--- src/rtl/qpgd_pkg.sv ---
// ----------------------------------------------------------------------------
// qpgd_pkg
// Shared types and constants for the quad photodiode gesture decoder.
// ----------------------------------------------------------------------------
`default_nettype none

package qpgd_pkg;

  localparam int LEVEL_W     = 8;
  localparam int DIR_W       = LEVEL_W + 1;   // difference of two levels
  localparam int TOTAL_W     = DIR_W + 1;     // difference of two directions
  localparam int CFG_INDEX_W = 2;
  localparam int CFG_DATA_W  = 8;
  localparam int CODE_W      = 3;

  localparam logic [LEVEL_W-1:0] THRESHOLD_RESET   = LEVEL_W'(30);
  localparam logic [LEVEL_W-1:0] SENSITIVITY_RESET = LEVEL_W'(10);

  typedef enum logic [CFG_INDEX_W-1:0] {
    REG_THRESHOLD   = 2'd0,
    REG_SENSITIVITY = 2'd1
  } cfg_reg_t;

  typedef enum logic [CODE_W-1:0] {
    SWIPE_NONE  = 3'd0,
    SWIPE_UP    = 3'd1,
    SWIPE_DOWN  = 3'd2,
    SWIPE_LEFT  = 3'd3,
    SWIPE_RIGHT = 3'd4
  } gesture_t;

  // One photodiode dataset
  typedef struct packed {
    logic [LEVEL_W-1:0] up;
    logic [LEVEL_W-1:0] down;
    logic [LEVEL_W-1:0] left;
    logic [LEVEL_W-1:0] right;
  } dataset_t;

  typedef struct packed {
    logic [LEVEL_W-1:0] threshold;
    logic [LEVEL_W-1:0] sensitivity;
  } cfg_t;

endpackage

`default_nettype wire

--- src/rtl/quad_photodiode_gesture_decoder_core.sv ---
// ----------------------------------------------------------------------------
// quad_photodiode_gesture_decoder_core
// Swipe direction decoder for four-channel photodiode datasets.
// ----------------------------------------------------------------------------
// One dataset per clock while out_stall stays low: a dataset is registered on
// input, decoded from that register against the tracked entry/last
// directions, and its gesture code lands in the output register. Every
// dataset yields exactly one gesture code (nonzero only on the departing
// dataset that decides a swipe). Registers are written through cfg_write/
// cfg_index/cfg_data; writes to unknown indexes are dropped.
`default_nettype none

module quad_photodiode_gesture_decoder_core (
  input  wire logic                                clk,
  input  wire logic                                rst,
  input  wire logic                                cfg_write,
  input  wire logic [qpgd_pkg::CFG_INDEX_W-1:0]    cfg_index,
  input  wire logic [qpgd_pkg::CFG_DATA_W-1:0]     cfg_data,
  input  wire logic                                in_valid,
  output logic                                     in_stall,
  input  wire logic [qpgd_pkg::LEVEL_W-1:0]        up_level,
  input  wire logic [qpgd_pkg::LEVEL_W-1:0]        down_level,
  input  wire logic [qpgd_pkg::LEVEL_W-1:0]        left_level,
  input  wire logic [qpgd_pkg::LEVEL_W-1:0]        right_level,
  output logic                                     out_valid,
  input  wire logic                                out_stall,
  output logic [qpgd_pkg::CODE_W-1:0]              gesture_code
);
  import qpgd_pkg::*;

  cfg_t     cfg;
  dataset_t in_data, held_data;
  logic     held_valid;
  logic     fire;
  gesture_t code;

  always_ff @(posedge clk) begin
    if (rst) begin
      cfg.threshold   <= THRESHOLD_RESET;
      cfg.sensitivity <= SENSITIVITY_RESET;
    end else if (cfg_write) begin
      case (cfg_index)
        REG_THRESHOLD:   cfg.threshold   <= cfg_data[LEVEL_W-1:0];
        REG_SENSITIVITY: cfg.sensitivity <= cfg_data[LEVEL_W-1:0];
        default: ;
      endcase
    end
  end

  assign in_data = '{up: up_level, down: down_level, left: left_level, right: right_level};

  // Decode when a dataset is held and the output register is free or draining
  assign fire = held_valid && (!out_valid || !out_stall);

  qpgd_in_stage u_in_stage (
    .clk        (clk),
    .rst        (rst),
    .in_valid   (in_valid),
    .in_stall   (in_stall),
    .in_data    (in_data),
    .take       (fire),
    .held_valid (held_valid),
    .held_data  (held_data)
  );

  qpgd_decide u_decide (
    .clk  (clk),
    .rst  (rst),
    .fire (fire),
    .data (held_data),
    .cfg  (cfg),
    .code (code)
  );

  always_ff @(posedge clk) begin
    if (rst) begin
      out_valid <= 1'b0;
    end else if (!out_valid || !out_stall) begin
      out_valid <= held_valid;
    end
  end

  always_ff @(posedge clk) begin
    if (fire) begin
      gesture_code <= code;
    end
  end

  // Assertions

  // Input side stalls only when a held dataset cannot move on
  a_stall_cause: assert property (@(posedge clk) disable iff (rst)
    in_stall |-> (held_valid && out_valid && out_stall))
    else $error("input stalled without a blocked held dataset");

  // A decoded code reaches the output register unchanged
  a_code_lands: assert property (@(posedge clk) disable iff (rst)
    fire |=> (out_valid && gesture_code == $past(code)))
    else $error("decoded gesture not captured in output register");

  // A transfer out while a dataset is held pulls that dataset forward
  a_drain_refill: assert property (@(posedge clk) disable iff (rst)
    (out_valid && !out_stall && held_valid) |=> out_valid)
    else $error("output register emptied while a dataset was waiting");

  // Only defined gesture codes leave the block
  a_code_range: assert property (@(posedge clk) disable iff (rst)
    out_valid |-> (gesture_code == SWIPE_NONE || gesture_code == SWIPE_UP ||
                   gesture_code == SWIPE_DOWN || gesture_code == SWIPE_LEFT ||
                   gesture_code == SWIPE_RIGHT))
    else $error("undefined gesture code on output");

endmodule

`default_nettype wire

--- src/rtl/qpgd_in_stage.sv ---
// ----------------------------------------------------------------------------
// qpgd_in_stage
// Input register: holds one dataset until the decode stage takes it.
// ----------------------------------------------------------------------------
`default_nettype none

module qpgd_in_stage (
  input  wire logic              clk,
  input  wire logic              rst,
  input  wire logic              in_valid,
  output logic                   in_stall,
  input  wire qpgd_pkg::dataset_t in_data,
  input  wire logic              take,       // decode stage consumes the held dataset
  output logic                   held_valid,
  output qpgd_pkg::dataset_t     held_data
);
  import qpgd_pkg::*;

  // Full and not draining this cycle: hold off the upstream side
  assign in_stall = held_valid && !take;

  always_ff @(posedge clk) begin
    if (rst) begin
      held_valid <= 1'b0;
    end else if (!in_stall) begin
      held_valid <= in_valid;
    end
  end

  always_ff @(posedge clk) begin
    if (in_valid && !in_stall) begin
      held_data <= in_data;
    end
  end

endmodule

`default_nettype wire

--- src/rtl/qpgd_decide.sv ---
// ----------------------------------------------------------------------------
// qpgd_decide
// Presence test, direction tracking and swipe decision for one dataset.
// ----------------------------------------------------------------------------
`default_nettype none

module qpgd_decide (
  input  wire logic               clk,
  input  wire logic               rst,
  input  wire logic               fire,   // dataset is processed this cycle
  input  wire qpgd_pkg::dataset_t data,
  input  wire qpgd_pkg::cfg_t     cfg,
  output qpgd_pkg::gesture_t      code
);
  import qpgd_pkg::*;

  logic                      awaiting_entry;
  logic signed [DIR_W-1:0]   last_dir_x, last_dir_y;
  logic signed [DIR_W-1:0]   entry_dir_x, entry_dir_y;

  logic                      absent;
  logic                      has_entry;
  logic signed [DIR_W-1:0]   cur_x, cur_y;
  logic signed [TOTAL_W-1:0] total_x, total_y, sens_pos, sens_neg;
  gesture_t                  swipe;

  assign absent = (data.up < cfg.threshold) && (data.down < cfg.threshold) &&
                  (data.left < cfg.threshold) && (data.right < cfg.threshold);

  assign cur_x = $signed({1'b0, data.right}) - $signed({1'b0, data.left});
  assign cur_y = $signed({1'b0, data.up})    - $signed({1'b0, data.down});

  assign has_entry = (entry_dir_x != '0) || (entry_dir_y != '0);

  assign total_x  = TOTAL_W'(entry_dir_x) - TOTAL_W'(last_dir_x);
  assign total_y  = TOTAL_W'(entry_dir_y) - TOTAL_W'(last_dir_y);
  assign sens_pos = $signed({2'b00, cfg.sensitivity});
  assign sens_neg = -sens_pos;

  // Priority: up, down, right, left
  always_comb begin
    if (total_y > sens_pos) begin
      swipe = SWIPE_UP;
    end else if (total_y < sens_neg) begin
      swipe = SWIPE_DOWN;
    end else if (total_x > sens_pos) begin
      swipe = SWIPE_RIGHT;
    end else if (total_x < sens_neg) begin
      swipe = SWIPE_LEFT;
    end else begin
      swipe = SWIPE_NONE;
    end
  end

  assign code = (absent && has_entry) ? swipe : SWIPE_NONE;

  always_ff @(posedge clk) begin
    if (rst) begin
      awaiting_entry <= 1'b0;
      last_dir_x     <= '0;
      last_dir_y     <= '0;
      entry_dir_x    <= '0;
      entry_dir_y    <= '0;
    end else if (fire) begin
      if (absent) begin
        awaiting_entry <= 1'b1;
        if (has_entry) begin
          last_dir_x  <= '0;
          last_dir_y  <= '0;
          entry_dir_x <= '0;
          entry_dir_y <= '0;
        end
      end else begin
        last_dir_x <= cur_x;
        last_dir_y <= cur_y;
        if (awaiting_entry) begin
          awaiting_entry <= 1'b0;
          entry_dir_x    <= cur_x;
          entry_dir_y    <= cur_y;
        end
      end
    end
  end

endmodule

`default_nettype wire

--- config.mk ---
export PLATFORM = sky130hd
export DESIGN_NAME = quad_photodiode_gesture_decoder_core
export DESIGN_NICKNAME = d
export VERILOG_FILES = /design/src/rtl/qpgd_pkg.sv /design/src/rtl/quad_photodiode_gesture_decoder_core.sv /design/src/rtl/qpgd_in_stage.sv /design/src/rtl/qpgd_decide.sv
export SDC_FILE = /design/constraint.sdc
export NUM_CORES = 1
export LEC_CHECK = 0
export BUFFER_PORTS_ARGS = -buffer_cell sky130_fd_sc_hd__buf_2
export CORE_MARGIN = 2
export CORE_UTILIZATION = 40
export CTS_BUF_LIST = sky130_fd_sc_hd__clkbuf_2
export CTS_CLUSTER_DIAMETER = 80
export CTS_CLUSTER_SIZE = 20
export DETAILED_ROUTE_END_ITERATION = 8
export PLACE_DENSITY_LB_ADDON = 0.25
export SLEW_MARGIN = 20
export SYNTH_ARGS = -nofsm -noshare
export SYNTH_HDL_FRONTEND = slang
export SYNTH_SLANG_ARGS = --single-unit
--- constraint.sdc ---
create_clock -name clk -period 3.6 [get_ports clk]
set_input_delay 0.36 -clock clk [delete_from_list [all_inputs] [get_ports clk]]
set_output_delay 0.36 -clock clk [all_outputs]
set_load 0.05 [all_outputs]
==> metrics.yaml <==
worst_setup_path:
  slowest_delay_ns: 0.41
  crit_family: "adder cells"
  start_kind: "register"
  cp_cell_sequence: "inv_1 > ha_1 > fa_1 > nor2b_1 > o21a_1 > nor2_1 > xnor2_1 > ha_1 > or3_1 > o21ai_0 > a21oi_1 > a221o_1 > a22oi_1 > nor3_1 > nor4_1"
  critical_path.max_fanout: 3
  cp_data_required_time_ns: 4.04
  crit_buf_inv: 1
  cp.arrival_ns: 3.74
  critPathCaptureType: "register"
  cpMostUsedCell: "ha_1"
  path_class: "reg -> reg"
  slowest_stage: "fa_1"
sta:
  tightest_slew_ns: 0.854
  report.final.setup_viol: 0
  max_freq_ghz: 0.303
  finalWorstSetupSlack_ns: 0.303
  fin_crit_sh_pct: 91.6
  hold_viol: 0
  max_slew_margin_pct: 42.8
  tns_ns: 0
  min_period_ns: 3.30
  drv_slew: 0
  skew_ns: 0.0351
  grt_setup_unrepaired: "no"
routing:
  routedWlPerCell_um: 15.6
  ant_nets: 0
  drc: 0
  highest_layer: "met4"
  viasPerCell: 5.35
  initialDrtViolationCount: 209
  m1WireLength_um: 6730
  drtPass1Iterations: 4
  wl_met2_um: 7200
  dr_wl_met3_um: 414
  wirelength_um: 14900
  vias: 5108
synth:
  syn_avg_cell_area_um2: 9.10
  yosys-top-cells-area: "ha_1 20%, dfxtp_1 18%, edfxtp_1 17%"
  synth_ff_type: "dfxtp_1"
  yosysMostFrequentCell: "ha_1"
  async_flop_share_pct: 0
  ys_types: 58
  synth_top_area_share_pct: 19.9
  synth_compound_area_share_pct: 17.0
  syn-cell-area_mm2: 0.00609
  syn_nets: 817
  yosys.area_share.simple_pct: 16.0
  yosysSeqAreaShare_pct: 35.4
  yosys_warnings: 0
  synth_edf_count: 35
  synth-seq-cells: 90
  synth_xor_area_share_pct: 3.60
  synthMuxAreaShare_pct: 1.15
  synthCells: 669
  synth-adder-area-share_pct: 21.3
  synth_top_family_by_area: "adder cells"
  synth_commonest_cells: "97 x ha_1, 70 x inv_1, 67 x nor2_1"
  synth_top_area_cell: "ha_1"
clock_tree:
  htreeDepth: 3
  clock_path_buffers: 2
  insertion_delay_ns: 0.59
  tritoncts: "built"
  cts_buffers: 9
  ctsRootBufferMaster: "clkbuf_2"
  cts.clk_slew.worst_paths_ns: 0.24
  cts.sinks: 90
  post_cts_buffers: 0
finish:
  area_growth_pct: 16.5
  fill_cells: 1423
  layout.nets: 908
  drive_gt1_share_pct: 11.0
floorplan:
  fp.dieArea_mm2: 0.0162
  core.rowCount: 45
  die_h_um: 127
  io_pins: 52
  core_area_mm2: 0.0150
  initial_core_util_pct: 40.5
  die_w_um: 127
placement:
  routabilityCongestion: 0.831
  pre_cts_slack_ns: 0.320
  dpl.hpwl_um: 11700
  portBuffers: 51
flow_run:
  max-cap-violations: 0
global_route:
  grt_overflow: 0
  grt_pass1_vias: 5116
  grt_max_degree: 43
  grtUsageTotal_pct: 19.5
  antenna_found_initial: 1
  grt_pass1_wl_um: 24900
status:
  run_status: "finished clean"
pwr:
  peakVddDrop_mv: 0.185
  p_per_area_mw_per_mm2: 351
  p_leak_uw: 0.00308
min_path:
  hp-class: "in -> reg"
layer usage:
layer  track usage, %  vias to the layer above
li1                 -                     2591
met1             23.8                     2386
met2             33.9                      100
met3             2.26                       31
met4             9.89                        0
met5                0                        -
cells in the final DEF, fill, tap and decap left out, types with 4 or more instances in the layout:
| cell | netlist | final |
|---|---|---|
| a31oi_1 | 6 | 6 |
| nor2_1 | 67 | 67 |
| and3_1 | 7 | 7 |
| edfxtp_1 | 35 | 35 |
| a211o_1 | 4 | 4 |
| a21oi_1 | 51 | 51 |
| buf_4 | 0 | 6 |
| nand4_1 | 9 | 9 |
| ha_1 | 97 | 97 |
| clkbuf_2 | 0 | 13 |
| o211ai_1 | 5 | 5 |
| a21o_1 | 5 | 5 |
| nand2_1 | 24 | 24 |
| xor2_1 | 6 | 6 |
| mux2i_1 | 7 | 7 |
| nand3_1 | 18 | 18 |
| dfxtp_1 | 55 | 54 |
| nor2b_1 | 10 | 9 |
| o21a_1 | 8 | 8 |
| inv_1 | 70 | 70 |
| xnor2_1 | 19 | 19 |
| nand3b_1 | 5 | 5 |
| dlygate4sd3_1 | 0 | 41 |
| a22oi_1 | 15 | 15 |
| o21ai_0 | 42 | 42 |
| nor4_1 | 6 | 6 |
| nor3_1 | 18 | 18 |
| nand2b_1 | 12 | 12 |
| fa_1 | 4 | 4 |
| buf_2 | 3 | 51 |
final cells by class:
class	instances	area (um^2)	share of cell area [%]
multi-input cells	491	3600	50.8
flip-flops and latches	90	2150	30.4
repair buffers	98	711	10.0
inverters	70	263	3.70
well taps	188	235	3.32
clock buffers	13	65.1	0.917
clock inverters	3	63.8	0.899
diodes	1	2.50	0.0353
path summary, 6_finish.rpt:
path	from	endpoint	slack, ns	cells after the start
max	u_decide.entry_dir_x[0]	gesture_code[1]	0.30	15
min	cfg_data[0]	cfg[0]	0.06	3
max reg2reg	u_decide.entry_dir_x[0]	gesture_code[1]	0.30	15
min reg2reg	u_decide.last_dir_y[2]	u_decide.last_dir_y[2]	0.48	2
state kept, by name, summed over array words and instances, names as in the netlist:
signal,cells
cfg,16
gesture_code,3
out_valid,1
u_decide.awaiting_entry,1
u_decide.entry_dir_x,9
u_decide.entry_dir_y,9
u_decide.last_dir_x,9
u_decide.last_dir_y,9
u_in_stage.held_data,32
u_in_stage.held_valid,1
stage by stage:
stage	hold slack [ns]	cell area, um^2	power (uW)	utilization [%]	std cells
6_report	0.0586	7090	2490	47.2	954
5_1_grt	0.0217	7090	2660	47.2	954
4_1_cts	0.0288	7090	2500	47.2	953
3_5_place_dp	0.456	6550	1890	43.6	896
2_1_floorplan	0.436	6090	1700	-	669
3_3_place_gp	0.445	6550	1860	43.6	896
worst reg2reg max path, cell delays in order (launching register included):
cell,delay (ns)
dfxtp_2,0.40
inv_1,0.04
ha_1,0.21
fa_1,0.41
nor2b_1,0.17
o21a_1,0.13
nor2_1,0.04
xnor2_1,0.20
ha_1,0.28
or3_1,0.30
o21ai_0,0.08
a21oi_1,0.06
a221o_1,0.33
a22oi_1,0.19
nor3_1,0.09
nor4_1,0.22
kinds of logic after synthesis:
kind of cell	Yosys count
flip-flops	90
XOR/XNOR	25
multiplexers	7
AND/OR/NAND/NOR	193
AO/OA/AOI/OAI	165
adder cells (fa/ha/maj)	101
buffers and inverters	88
repair_timing:
action / CTS / global route
hold endpoints to repair: 41 / 0
resized for setup: 0 / 1
setup endpoints to repair: 0 / 1
hold buffers: 41 / 0
where the power goes:
| group | total [uW] | switching (uW) | internal, uW |
|---|---|---|---|
| clock | 580 | 340 | 240 |
| sequential | 1140 | 31.7 | 1110 |
| combinational | 768 | 422 | 346 |
| total | 2490 | 794 | 1690 |
Power figures use the tool's default switching activity.
